$ cat config.mk
export PLATFORM = sky130hd
export DESIGN_NAME = button_click_classifier
export DESIGN_NICKNAME = d
export VERILOG_FILES = /design/src/rtl/bcc_pkg.sv /design/src/rtl/bcc_state.sv /design/src/rtl/bcc_out_reg.sv /design/src/rtl/button_click_classifier.sv
export VERILOG_INCLUDE_DIRS = /design/src /design/src/rtl
export SDC_FILE = /design/constraint.sdc
export NUM_CORES = 1
export LEC_CHECK = 0
export ABC_CLOCK_PERIOD_IN_PS = 3560
export CORE_AREA = 2 2 74 76
export DETAILED_ROUTE_END_ITERATION = 8
export DIE_AREA = 0 0 76 78
export DONT_BUFFER_PORTS = 1
export PLACE_DENSITY = 0.79
export SYNTH_ARGS = -nofsm -noshare
export SYNTH_HDL_FRONTEND = slang
export SYNTH_SLANG_ARGS = --single-unit
export TNS_END_PERCENT = 30
$ cat constraint.sdc
create_clock -name clk_i -period 3.56 [get_ports clk_i]
set_input_delay 0.712 -clock clk_i [delete_from_list [all_inputs] [get_ports clk_i]]
set_output_delay 0.712 -clock clk_i [all_outputs]
set_load 0.01 [all_outputs]
$ cat src/rtl/button_click_classifier_macros.svh
// Assertion macros shared by the button click classifier RTL.
// Depends on clk_i and rst_ni being in scope where a macro is used.
`ifndef BUTTON_CLICK_CLASSIFIER_MACROS_SVH
`define BUTTON_CLICK_CLASSIFIER_MACROS_SVH

// Same-cycle implication, checked outside reset.
`define BCC_ASSERT_NOW(label, ante, cons) \
  label: assert property (@(posedge clk_i) disable iff (!rst_ni) (ante) |-> (cons)) \
    else $error("bcc assertion failed");

// Next-cycle implication, checked outside reset.
`define BCC_ASSERT_NEXT(label, ante, cons) \
  label: assert property (@(posedge clk_i) disable iff (!rst_ni) (ante) |=> (cons)) \
    else $error("bcc assertion failed");

`endif

$ cat src/rtl/bcc_pkg.sv
// Types and constants of the button click classifier.
// No dependencies; used by every module of the block.
package bcc_pkg;

  typedef enum logic [2:0] {
    ST_OPEN     = 3'd0,
    ST_CLICKED  = 3'd1,
    ST_DOUBLE   = 3'd2,
    ST_HELD     = 3'd3,
    ST_RELEASED = 3'd4
  } status_e;

  typedef enum logic {
    ACT_TICK = 1'b0,
    ACT_READ = 1'b1
  } action_e;

  typedef enum logic [1:0] {
    REG_ACTIVE_LEVEL = 2'd0,
    REG_HOLD_LIM     = 2'd1,
    REG_DCLICK_WIN   = 2'd2
  } reg_idx_e;

  localparam int unsigned CntW   = 9;
  localparam int unsigned TickW  = 8;
  localparam logic [CntW-1:0] CntMax = '1;

  typedef struct packed {
    action_e action;
    logic    pin_level;
  } item_t;

  typedef struct packed {
    logic             active_level;
    logic [TickW-1:0] hold_lim;
    logic [TickW-1:0] dclick_win;
  } cfg_t;

endpackage

$ cat src/rtl/bcc_state.sv
// Classifier state: pressed counter, double-click window timer and status.
// Depends on bcc_pkg.
module bcc_state
  import bcc_pkg::*;
(
  input  logic    clk_i,
  input  logic    rst_ni,
  input  logic    step_i,
  input  item_t   item_i,
  input  cfg_t    cfg_i,
  output status_e status_o
);

  logic [CntW-1:0]  cnt_q, cnt_d;
  logic [TickW-1:0] tmr_q, tmr_d, tmr_mid;
  status_e          st_q, st_d, st_mid;

  always_comb begin
    cnt_d   = cnt_q;
    tmr_mid = tmr_q;
    st_mid  = st_q;
    tmr_d   = tmr_q;
    st_d    = st_q;
    if (item_i.action == ACT_TICK) begin
      if (item_i.pin_level == cfg_i.active_level) begin
        // saturate rather than wrap
        cnt_d = (cnt_q == CntMax) ? cnt_q : cnt_q + {{(CntW-1){1'b0}}, 1'b1};
        if (cnt_d > {1'b0, cfg_i.hold_lim}) begin
          st_mid = ST_HELD;
        end
      end else begin
        if (cnt_q > {{(CntW-1){1'b0}}, 1'b1}) begin
          if (st_q == ST_HELD) begin
            st_mid  = ST_RELEASED;
            tmr_mid = '0;
          end else if (tmr_q != '0) begin
            st_mid  = ST_DOUBLE;
            tmr_mid = '0;
          end else begin
            tmr_mid = cfg_i.dclick_win;
          end
        end
        cnt_d = '0;
      end
      // window countdown runs after the press or release
      tmr_d = tmr_mid;
      st_d  = st_mid;
      if (tmr_mid != '0) begin
        tmr_d = tmr_mid - {{(TickW-1){1'b0}}, 1'b1};
        if (tmr_d == '0) begin
          st_d = ST_CLICKED;
        end
      end
    end else begin
      if (st_q != ST_HELD) begin
        st_d = ST_OPEN;
      end
    end
  end

  always_ff @(posedge clk_i or negedge rst_ni) begin
    if (!rst_ni) begin
      cnt_q <= '0;
      tmr_q <= '0;
      st_q  <= ST_OPEN;
    end else if (step_i) begin
      cnt_q <= cnt_d;
      tmr_q <= tmr_d;
      st_q  <= st_d;
    end
  end

  assign status_o = st_q;

endmodule

$ cat src/rtl/bcc_out_reg.sv
// Result register holding one status until the consumer takes it.
// Depends on bcc_pkg.
module bcc_out_reg
  import bcc_pkg::*;
(
  input  logic    clk_i,
  input  logic    rst_ni,
  input  logic    load_i,
  input  status_e status_i,
  input  logic    out_ready_i,
  output logic    free_o,
  output logic    out_valid_o,
  output logic [2:0] button_status_o
);

  logic    valid_q, valid_d;
  status_e data_q;

  assign free_o  = !valid_q || out_ready_i;
  assign valid_d = load_i ? 1'b1 : (valid_q && !out_ready_i);

  always_ff @(posedge clk_i or negedge rst_ni) begin
    if (!rst_ni) begin
      valid_q <= 1'b0;
    end else begin
      valid_q <= valid_d;
    end
  end

  always_ff @(posedge clk_i) begin
    if (load_i) begin
      data_q <= status_i;
    end
  end

  assign out_valid_o     = valid_q;
  assign button_status_o = data_q;

endmodule

$ cat src/rtl/button_click_classifier.sv
// Top level of the push-button click classifier.
// Depends on bcc_pkg, bcc_state, bcc_out_reg and the assertion macro header.
//
//   channel | direction | handshake               | payload
//   --------+-----------+-------------------------+----------------------------
//   in      | input     | in_valid_i / in_ready_o | action_i, pin_level_i
//   out     | output    | out_valid_o/out_ready_i | button_status_o
//   cfg     | input     | cfg_we_i (no wait)      | cfg_idx_i, cfg_wdata_i
//
// One request a cycle unless a read stalls: each lands in the input register,
// and when it advances from there the state update and the result register load
// happen together. A tick in the input register always advances; a read there
// waits while the result register is full and out_ready_i is low, and holds the
// input off behind it. Reset returns state and config to their defaults at once.
`include "button_click_classifier_macros.svh"

module button_click_classifier
  import bcc_pkg::*;
(
  input  logic       clk_i,
  input  logic       rst_ni,
  input  logic       in_valid_i,
  output logic       in_ready_o,
  input  logic       action_i,
  input  logic       pin_level_i,
  output logic       out_valid_o,
  input  logic       out_ready_i,
  output logic [2:0] button_status_o,
  input  logic       cfg_we_i,
  input  logic [1:0] cfg_idx_i,
  input  logic [7:0] cfg_wdata_i
);

  // Configuration registers
  cfg_t cfg_q;

  always_ff @(posedge clk_i or negedge rst_ni) begin
    if (!rst_ni) begin
      cfg_q.active_level <= 1'b0;
      cfg_q.hold_lim     <= 8'd100;
      cfg_q.dclick_win   <= 8'd50;
    end else if (cfg_we_i) begin
      unique case (reg_idx_e'(cfg_idx_i))
        REG_ACTIVE_LEVEL: cfg_q.active_level <= cfg_wdata_i[0];
        REG_HOLD_LIM:     cfg_q.hold_lim     <= cfg_wdata_i;
        REG_DCLICK_WIN:   cfg_q.dclick_win   <= cfg_wdata_i;
        default: ; // drop writes beyond the register list
      endcase
    end
  end

  // Input register
  logic    in_valid_q;
  item_t   item_q;
  logic    out_free;
  logic    advance;
  logic    rd_fire;
  status_e cur_status;

  // Advance the held request unless it is a read facing a full result register
  assign advance    = in_valid_q && ((item_q.action == ACT_TICK) || out_free);
  assign rd_fire    = advance && (item_q.action == ACT_READ);
  assign in_ready_o = !in_valid_q || advance;

  always_ff @(posedge clk_i or negedge rst_ni) begin
    if (!rst_ni) begin
      in_valid_q <= 1'b0;
    end else if (in_ready_o) begin
      in_valid_q <= in_valid_i;
    end
  end

  always_ff @(posedge clk_i) begin
    if (in_ready_o && in_valid_i) begin
      item_q.action    <= action_e'(action_i);
      item_q.pin_level <= pin_level_i;
    end
  end

  bcc_state u_state (
    .clk_i    (clk_i),
    .rst_ni   (rst_ni),
    .step_i   (advance),
    .item_i   (item_q),
    .cfg_i    (cfg_q),
    .status_o (cur_status)
  );

  // Hold the status seen by a read until the consumer takes it
  bcc_out_reg u_out (
    .clk_i           (clk_i),
    .rst_ni          (rst_ni),
    .load_i          (rd_fire),
    .status_i        (cur_status),
    .out_ready_i     (out_ready_i),
    .free_o          (out_free),
    .out_valid_o     (out_valid_o),
    .button_status_o (button_status_o)
  );

  `BCC_ASSERT_NOW(a_empty_takes, !in_valid_q, in_ready_o)
  `BCC_ASSERT_NOW(a_tick_no_stall, in_valid_q && (item_q.action == ACT_TICK), advance)
  `BCC_ASSERT_NOW(a_result_from_read, $rose(out_valid_o), $past(rd_fire))
  `BCC_ASSERT_NEXT(a_read_gives_result, rd_fire, out_valid_o)

endmodule

==> impl_metrics.env, run 1 <==
export IMPL_p_leak_nw=1.22
export IMPL_worstPathArrival_ps=3470
export IMPL_place_congestion=0.898
export IMPL_drc_errors=0
export IMPL_peakVddDrop_v=0.000338
export IMPL_yosys_warnings=0
export IMPL_tightest_slew_ps=916
export IMPL_async_reset_ff_share_pct=88.6
export IMPL_start_util_pct=53.9
export IMPL_wl_per_cell_um=16.0
export IMPL_cp_max_fo=7
export IMPL_cp_start_kind="register"
export IMPL_wirelength_um=5440
export IMPL_drive_gt1_share_pct=18.2
export IMPL_cts_buffer_depth=2
export IMPL_layout_common_cells="dfrtp_1, nand2_1, nor2_1, mux2_2, a21oi_1"
export IMPL_grt_max_degree=40
export IMPL_vias=2060
export IMPL_n_antenna_cell=0
export IMPL_place_ws_ps=327
export IMPL_drv_slew=0
export IMPL_hold_viol=0
export IMPL_status="completed"
export IMPL_place_port_buffers=0
export IMPL_synth_edff_count=5
export IMPL_track_usage_pct=19.4
export IMPL_fin_cells=339
export IMPL_cts_htree_levels=2
export IMPL_antenna_found_initial=0
export IMPL_nets=297
export IMPL_post_cts_buffers=0
export IMPL_fin_crit_sh_pct=92.0
export IMPL_detail_route_antenna_nets=0
export IMPL_drtIter0Drc=178
export IMPL_fin_crit_ps=3280
export IMPL_clock_sinks=44
export IMPL_layout_commonest_cell="dfrtp_1"
export IMPL_ioPinCount=22
export IMPL_multiInputGateArea_mm2=0.00146
export IMPL_clock_latency_ps=310
export IMPL_setup_ws_ps=285
export IMPL_grt_pass1_wl_um=9280
export IMPL_first_pass_iters=4
export IMPL_ys_seq_elements=44
export IMPL_post_route_cell_area_mm2=0.00289
export IMPL_cts_buffers=5
export IMPL_routed_via_density=6.08
export IMPL_rows=26
export IMPL_dpl_hpwl_um=3880
export IMPL_fin_skew_ps=12.8
export IMPL_synth_seq_area_share_pct=41.7
export IMPL_worstSetupPathType="reg2reg"
export IMPL_dieArea_mm2=0.00593
export IMPL_cts_tree="built"
export IMPL_setup_violations=0
export IMPL_ys_flop_type="dfrtp_1"
export IMPL_synth_avg_cell_area_um2=10.0
export IMPL_place_area_mm2=0.00275
export IMPL_required_ps=3750
export IMPL_cap_violations=0
export IMPL_syn_inst=271
export IMPL_dieHeight_um=78
export IMPL_max_freq_ghz=0.305
export IMPL_numPlacedInstances=331
export IMPL_min_path_type="in2async"
export IMPL_synthDistinctLibCells=54
export IMPL_overflow=0
export IMPL_end_kind="register"
export IMPL_die_width_um=76
export IMPL_power_per_cell_area_mw_per_mm2=622
export IMPL_clk_pin_slew_ps=90
export IMPL_syn_cell_area_mm2=0.00272
export IMPL_synth_nets=300
export IMPL_grt_pass1_vias=1950
export IMPL_final_seq_area_mm2=0.00113
export IMPL_num_fill_cells=436
export IMPL_area_delta_synth_final_pct=6.17
export IMPL_root_buffer="clkbuf_8"
export IMPL_core_area_mm2=0.00504
export IMPL_relSlewSlack_pct=38.9
## layer usage
layer,vias up,global-route usage [%],share of wire [%]
met1,1021,26.6,45
met2,46,31.2,49
li1,983,-,-
met4,0,6.91,2.0
met3,10,3.37,4.0
met5,-,0,0
## per-stage QoR
| stage | util [%] | hold WS (ps) | setup TNS (ps) | power [mW] |
|---|---|---|---|---|
| after floorplan | - | 416 | 0 | 1.22 |
| after global routing | 57.2 | 72.3 | -8.89 | 1.92 |
| after detailed placement | 54.6 | 417 | 0 | 1.34 |
| final | 57.2 | 87.8 | 0 | 1.80 |
| after global placement | 54.6 | 417 | 0 | 1.32 |
| after CTS | 57.2 | 80.0 | 0 | 1.80 |
## registers in the layout, indices dropped and copies added, names as in the netlist
register,count
cfg_q,17
in_valid_q,1
item_q,2
u_out.button_status_o,3
u_out.out_valid_o,1
u_state.cnt_q,9
u_state.status_o,3
u_state.tmr_q,8
## where the power goes
group | leakage [nW] | internal [mW] | switching (mW)
combinational | 0.630 | 0.266 | 0.323
clock | 0.0654 | 0.281 | 0.180
sequential | 0.524 | 0.622 | 0.124
## critical path, cell delays in order, from the launching register on
cell       delay, ps
dfrtp_1          460
ha_1             290
nand3_1          100
nor2_1            70
a21oi_1          380
nand3_1          190
xnor2_1          250
ha_1             290
o21ai_0          160
nand2b_1          90
o2111ai_1        100
o211ai_1         160
or3_1            370
a32o_1           260
## layout make-up
| type | instances | share of cell area [%] |
|---|---|---|
| multi-input combinational | 202 | 50.6 |
| sequential | 44 | 39.3 |
| tap | 70 | 3.03 |
| clock buffer | 6 | 2.51 |
| clock inverter | 2 | 2.08 |
| inverter | 11 | 1.43 |
| timing repair buffer | 4 | 1.04 |
## Yosys cell counts, types with 2 or more instances
cell | n | area (um^2)
a21oi_1 | 16 | 80.1
nand2b_1 | 3 | 18.8
o211ai_1 | 3 | 22.5
nor2_1 | 17 | 63.8
ha_1 | 12 | 150
nand3b_1 | 2 | 15.0
nand3_1 | 9 | 45.0
xnor2_1 | 6 | 52.6
dfstp_2 | 6 | 158
nor3_1 | 11 | 55.1
buf_2 | 2 | 10.0
or3_1 | 4 | 25.0
o31ai_1 | 4 | 30.0
nand2_1 | 26 | 97.6
edfxtp_1 | 5 | 150
o21ai_1 | 2 | 10.0
or4_4 | 2 | 22.5
inv_1 | 11 | 41.3
buf_6 | 4 | 45.0
a22o_1 | 5 | 43.8
a21o_1 | 2 | 15.0
nor2b_1 | 2 | 12.5
clkbuf_1 | 7 | 26.3
a32o_1 | 2 | 20.0
xor2_1 | 11 | 96.3
o41ai_2 | 3 | 48.8
mux2_2 | 17 | 191
dfrtp_1 | 33 | 826
mux2i_1 | 2 | 20.0
o21ai_0 | 12 | 60.1
nand4_1 | 7 | 43.8
## worst paths after layout
kind	slack, ps	depth (start not counted)	to	from
max	280	13	u_state.status_o[1]$_DFFE_PN0P_	u_state.cnt_q[0]$_DFFE_PN0P_
min	90	0	cfg_q[6]$_DFFE_PN0P_	rst_ni
max reg2reg	280	13	u_state.status_o[1]$_DFFE_PN0P_	u_state.cnt_q[0]$_DFFE_PN0P_
min reg2reg	490	0	u_out.button_status_o[0]$_DFFE_PP_	u_state.status_o[0]$_DFFE_PN0P_
max in group asynchronous	3280	0	cfg_q[13]$_DFFE_PN1P_	rst_ni
min in group clk_i	490	0	item_q[0]$_DFFE_PP_	pin_level_i
## cell families after synthesis
family	Yosys count	share of synthesized area, %
XOR/XNOR	17	5.48
flip-flops	44	41.7
adder cells (fa/ha/maj)	12	5.52
AO/OA/AOI/OAI	59	16.2
multiplexers	19	7.78
AND/OR/NAND/NOR	95	18.6
buffers and inverters	25	4.65
## repair_timing
item | in CTS | in global routing
gates resized for setup | 0 | 1
hold buffers | 0 | 0
setup endpoints to repair | 0 | 1
Note: power is estimated with default switching activity, not from simulation.
==> run 2: changes to the inputs <==
--- a/config.mk
+++ b/config.mk
@@ -7,11 +7,11 @@
 export NUM_CORES = 1
 export LEC_CHECK = 0
 export ABC_CLOCK_PERIOD_IN_PS = 3560
-export CORE_AREA = 2 2 74 76
+export CORE_AREA = 2 2 99 101
 export DETAILED_ROUTE_END_ITERATION = 8
-export DIE_AREA = 0 0 76 78
+export DIE_AREA = 0 0 101 103
 export DONT_BUFFER_PORTS = 1
-export PLACE_DENSITY = 0.79
+export PLACE_DENSITY = 0.54
 export SYNTH_ARGS = -nofsm -noshare
 export SYNTH_HDL_FRONTEND = slang
 export SYNTH_SLANG_ARGS = --single-unit
==> impl_metrics.env, run 2 (synthesis gave the netlist of run 1 again) <==
export IMPL_cpMaxStageDelayCell="dfrtp_1"
export IMPL_setup_violations=0
export IMPL_worstPathArrival_ps=3460
export IMPL_routed_via_density=5.18
export IMPL_peakVddDrop_v=0.000164
export IMPL_num_fill_cells=968
export IMPL_core_area_mm2=0.00946
export IMPL_clk_pin_slew_ps=100
export IMPL_final_setup_tns_ps=0
export IMPL_cts_tree="built"
export IMPL_relSlewSlack_pct=38.7
export IMPL_dieArea_mm2=0.0104
export IMPL_first_pass_iters=4
export IMPL_grt_max_degree=40
export IMPL_drive_gt1_share_pct=18.5
export IMPL_wirelength_um=6060
export IMPL_postCtsHoldBufs=0
export IMPL_grt_pass1_vias=2069
export IMPL_clock_latency_ps=310
export IMPL_crit_buf_inv=0
export IMPL_root_buffer="clkbuf_8"
export IMPL_antenna_found_initial=0
export IMPL_cts_buffers=5
export IMPL_layout_common_cells="dfrtp_1, nand2_1, nor2_1, mux2_2, a21oi_1"
export IMPL_end_kind="register"
export IMPL_cap_violations=0
export IMPL_cts_buffer_depth=2
export IMPL_max_freq_ghz=0.306
export IMPL_overflow=0
export IMPL_post_route_util_pct=31.2
export IMPL_place_congestion=0.842
export IMPL_drv_slew=0
export IMPL_largest_reg_flops=17
export IMPL_grt_pass1_wl_um=10400
export IMPL_cts_resized=0
export IMPL_hold_viol=0
export IMPL_n_antenna_cell=0
export IMPL_track_usage_pct=12.9
export IMPL_p_leak_nw=1.22
export IMPL_cpPeakStageDelay_ps=460
export IMPL_cp_cell_sequence="ha_1 -> nand3_1 -> nor2_1 -> nand2_2 -> and4_2 -> xor2_1 -> ha_1 -> nand4_1 -> o211ai_1 -> o211ai_1 -> or3_1 -> a32o_1"
export IMPL_fin_crit_ps=3260
export IMPL_ioPinCount=22
export IMPL_required_ps=3760
export IMPL_layout_commonest_cell="dfrtp_1"
export IMPL_vias=1990
export IMPL_clock_sinks=44
export IMPL_place_port_buffers=0
export IMPL_regMostFlops="cfg_q"
export IMPL_dieHeight_um=103
export IMPL_wl_per_cell_um=15.8
export IMPL_crit_family="simple AND/OR/NAND/NOR gates"
export IMPL_biggestRegsByFlops="cfg_q (17), u_state.cnt_q (9), u_state.tmr_q (8)"
export IMPL_drtIter0Drc=30
export IMPL_fin_crit_sh_pct=91.7
export IMPL_rsz0062_at_grt="no"
export IMPL_detail_route_antenna_nets=0
export IMPL_fin_cells=384
export IMPL_power_per_cell_area_mw_per_mm2=619
export IMPL_nets=298
export IMPL_cts_htree_levels=2
export IMPL_cp_start_kind="register"
export IMPL_drc_errors=0
export IMPL_numPlacedInstances=376
export IMPL_worstSetupPathType="reg2reg"
export IMPL_area_delta_synth_final_pct=8.47
export IMPL_status="completed"
export IMPL_cp_max_fo=9
export IMPL_start_util_pct=28.7
export IMPL_fin_skew_ps=12.7
export IMPL_min_path_type="in2async"
export IMPL_rows=36
export IMPL_dpl_hpwl_um=4520
export IMPL_post_cts_buffers=0
export IMPL_die_width_um=101
export IMPL_tightest_slew_ps=919
==> run 2: cell count changes in the layout (fill, tap and decap cells not counted) <==
| cell | before | now |
|---|---|---|
| buf_4 | 4 | 5 |
==> run 2: path summary, 6_finish.rpt <==
path | from | to | slack, ps | cells after the start
worst min-delay path | rst_ni | u_state.tmr_q[4]$_DFFE_PN0P_ | 90 | 0
worst max register to register | u_state.cnt_q[0]$_DFFE_PN0P_ | u_state.status_o[1]$_DFFE_PN0P_ | 300 | 12
max in group asynchronous | rst_ni | cfg_q[10]$_DFFE_PN1P_ | 3290 | 0
worst min register to register | u_state.status_o[0]$_DFFE_PN0P_ | u_out.button_status_o[0]$_DFFE_PP_ | 480 | 0
worst max-delay path | u_state.cnt_q[0]$_DFFE_PN0P_ | u_state.status_o[1]$_DFFE_PN0P_ | 300 | 12
min in group clk_i | u_state.status_o[0]$_DFFE_PN0P_ | u_out.button_status_o[0]$_DFFE_PP_ | 480 | 0
==> run 2: report_power, final <==
group | total (mW) | internal (mW) | switching [mW]
combinational | 0.608 | 0.275 | 0.333
sequential | 0.750 | 0.621 | 0.129
clock | 0.468 | 0.281 | 0.187
total | 1.83 | 1.18 | 0.649
==> run 2: stage by stage <==
stage               worst slack [ps]  hold WS [ps]  area (um^2)  total power [mW]
floorplan                        546           416         2720              1.22
CTS                              259          81.5         2950              1.84
finish                           296          85.5         2950              1.83
global placement                 426           418         2810              1.36
global route                    42.0          74.9         2950              1.96
detailed placement               259           419         2810              1.36
==> run 2: final cells by class <==
| cell class | count | area (um^2) | area share (%) |
|---|---|---|---|
| multi-input combinational | 202 | 1460 | 49.6 |
| sequential | 44 | 1130 | 38.4 |
| tap | 114 | 143 | 4.84 |
| clock buffer | 6 | 72.6 | 2.46 |
| clock inverter | 2 | 60.1 | 2.04 |
| inverter | 11 | 41.3 | 1.40 |
| timing repair buffer | 5 | 37.5 | 1.27 |
==> run 2: layer usage <==
metal | global-route usage [%] | up-vias | share of wire (%)
li1 | - | 983 | -
met1 | 16.0 | 972 | 46
met2 | 22.1 | 26 | 49
met3 | 3.19 | 9 | 3.6
met4 | 4.05 | 0 | 1.2
met5 | 0 | - | 0
==> run 3: changes to the inputs <==
--- a/config.mk
+++ b/config.mk
@@ -7,11 +7,11 @@
 export NUM_CORES = 1
 export LEC_CHECK = 0
 export ABC_CLOCK_PERIOD_IN_PS = 3560
-export CORE_AREA = 2 2 99 101
+export CORE_AREA = 2 2 69 71
 export DETAILED_ROUTE_END_ITERATION = 8
-export DIE_AREA = 0 0 101 103
+export DIE_AREA = 0 0 71 73
 export DONT_BUFFER_PORTS = 1
-export PLACE_DENSITY = 0.54
+export PLACE_DENSITY = 0.88
 export SYNTH_ARGS = -nofsm -noshare
 export SYNTH_HDL_FRONTEND = slang
 export SYNTH_SLANG_ARGS = --single-unit
==> impl_metrics.env, run 3 (synthesis gave the netlist of run 1 again) <==
export IMPL_status="completed"
export IMPL_detail_route_antenna_nets=0
export IMPL_cap_violations=0
export IMPL_cts_resized=0
export IMPL_cpPeakStageDelay_ps=460
export IMPL_tightest_slew_ps=933
export IMPL_clock_latency_ps=300
export IMPL_cp_max_fo=9
export IMPL_cp_start_kind="register"
export IMPL_peakVddDrop_v=0.000344
export IMPL_cts_htree_levels=2
export IMPL_max_freq_ghz=0.305
export IMPL_ioPinCount=22
export IMPL_biggestRegsByFlops="cfg_q (17), u_state.cnt_q (9), u_state.tmr_q (8)"
export IMPL_start_util_pct=59.9
export IMPL_drc_errors=0
export IMPL_layout_commonest_cell="dfrtp_1"
export IMPL_reg2reg_slack_ps=280
export IMPL_cts_buffer_depth=2
export IMPL_vias=2076
export IMPL_dieArea_mm2=0.00518
export IMPL_clkPwrFrac_pct=23.9
export IMPL_hold_viol=0
export IMPL_relSlewSlack_pct=37.8
export IMPL_worstPathArrival_ps=3480
export IMPL_r2r_end="u_state.status_o[1]$_DFFE_PN0P_"
export IMPL_required_ps=3760
export IMPL_nets=297
export IMPL_fin_crit_ps=3280
export IMPL_root_buffer="clkbuf_8"
export IMPL_cp_cell_sequence="ha_1 -> nand3_1 -> nor2_2 -> nand2_2 -> and4_2 -> xor2_1 -> ha_1 -> nand4_1 -> o21ai_0 -> a21oi_1 -> o211ai_1 -> or3_1 -> a32o_1"
export IMPL_grt_pass1_vias=2039
export IMPL_cpMaxStageDelayCell="dfrtp_1"
export IMPL_overflow=0
export IMPL_cts_tree="built"
export IMPL_grt_pass1_wl_um=9560
export IMPL_track_usage_pct=23.5
export IMPL_fin_skew_ps=8.09
export IMPL_p_total_mw=1.78
export IMPL_worstSetupPathType="reg2reg"
export IMPL_reg2reg_depth=13
export IMPL_core_area_mm2=0.00454
export IMPL_setup_violations=0
export IMPL_clk_pin_slew_ps=90
export IMPL_rsz0062_at_grt="no"
export IMPL_post_cts_buffers=0
export IMPL_pwr_share_seq_pct=42.3
export IMPL_n_antenna_cell=0
export IMPL_wirelength_um=5620
export IMPL_min_path_type="in2async"
export IMPL_dieHeight_um=73
export IMPL_switchingPower_mw=0.642
export IMPL_antenna_found_initial=0
export IMPL_swShare_pct=36.0
export IMPL_power_per_cell_area_mw_per_mm2=622
export IMPL_pwr_share_comb_pct=33.9
export IMPL_clock_sinks=44
export IMPL_drive_gt1_share_pct=18.6
export IMPL_place_congestion=0.921
export IMPL_dpl_hpwl_um=4030
export IMPL_intPower_mw=1.14
export IMPL_grt_max_degree=40
export IMPL_drtIter0Drc=316
export IMPL_drv_slew=0
export IMPL_area_delta_synth_final_pct=5.34
export IMPL_first_pass_iters=5
export IMPL_wl_per_cell_um=17.4
export IMPL_die_width_um=71
export IMPL_largest_reg_flops=17
export IMPL_routed_via_density=6.43
export IMPL_end_kind="register"
export IMPL_final_setup_tns_ps=0
export IMPL_place_port_buffers=0
export IMPL_fin_crit_sh_pct=92.1
export IMPL_rows=25
export IMPL_postCtsHoldBufs=0
export IMPL_r2r_start="u_state.cnt_q[0]$_DFFE_PN0P_"
export IMPL_crit_path_frequent_cell="ha_1"
export IMPL_layout_common_cells="dfrtp_1, nand2_1, mux2_2, a21oi_1, nor2_1"
export IMPL_regMostFlops="cfg_q"
export IMPL_cts_buffers=5
export IMPL_p_leak_nw=1.22
==> run 3: changes by cell type in the layout (fill, tap and decap cells not counted) <==
cell / previous run / this run
nor2_2: 0 / 1
clkbuf_16: 0 / 1
buf_4: 5 / 4
nor2_1: 17 / 16
bufinv_16: 2 / 1
==> run 3: final cells by class <==
cell class              instances  area, um^2
fillers                       339        1670
multi-input cells             202        1460
flip-flops and latches         44        1130
clock buffers                   7        97.6
well taps                      54        67.6
inverters                      11        41.3
clock inverters                 1        30.0
repair buffers                  4        30.0
==> run 3: layer usage <==
layer	wire length [um]	track usage, %	vias to the layer above
li1	-	-	978
met1	2390	30.0	992
met4	233	11.1	0
met2	2700	38.4	84
met5	0	0	-
met3	294	4.70	22
==> run 3: metrics by stage <==
stage                     hold WS (ps)  utilization (%)  instances  setup slack (ps)  instance area (um^2)
after floorplan                    416                -        271               546                  2720
after global placement             418             60.2        315               294                  2730
after detailed placement           418             60.2        315               226                  2730
after CTS                         91.2             63.0        323               170                  2860
after global routing              82.2             63.1        323              21.7                  2860
final                             94.6             63.1        323               280                  2860
==> run 3: worst max path at each step <==
stage               cells after the start                              end  slack [ps]                          from
floorplan                              13     u_state.tmr_q[1]$_DFFE_PN0P_         550  u_state.cnt_q[3]$_DFFE_PN0P_
global placement                       13  u_state.status_o[1]$_DFFE_PN0P_         290  u_state.cnt_q[0]$_DFFE_PN0P_
detailed placement                     13  u_state.status_o[1]$_DFFE_PN0P_         230  u_state.cnt_q[0]$_DFFE_PN0P_
CTS                                    13  u_state.status_o[1]$_DFFE_PN0P_         170  u_state.cnt_q[0]$_DFFE_PN0P_
global route                           13  u_state.status_o[1]$_DFFE_PN0P_          20  u_state.cnt_q[0]$_DFFE_PN0P_
finish                                 13  u_state.status_o[1]$_DFFE_PN0P_         280  u_state.cnt_q[0]$_DFFE_PN0P_
==> run 3: worst max-delay path: cells and delay by family, from the launching register on <==
family,cells,cell delay [ps]
adders and majority gates,2,570
and+or+nand+nor,6,1250
AOI/OAI and AO/OA,4,660
xor gates and xnor gates,1,250
DFF,1,460
==> run 3: power by group through the flow <==
stage               combinational (mW)  sequential, mW  clock (mW)
global route                     0.667           0.770       0.447
CTS                              0.598           0.750       0.434
global placement                 0.572           0.755           0
detailed placement               0.590           0.760           0
floorplan                        0.519           0.706           0
finish                           0.603           0.753       0.426
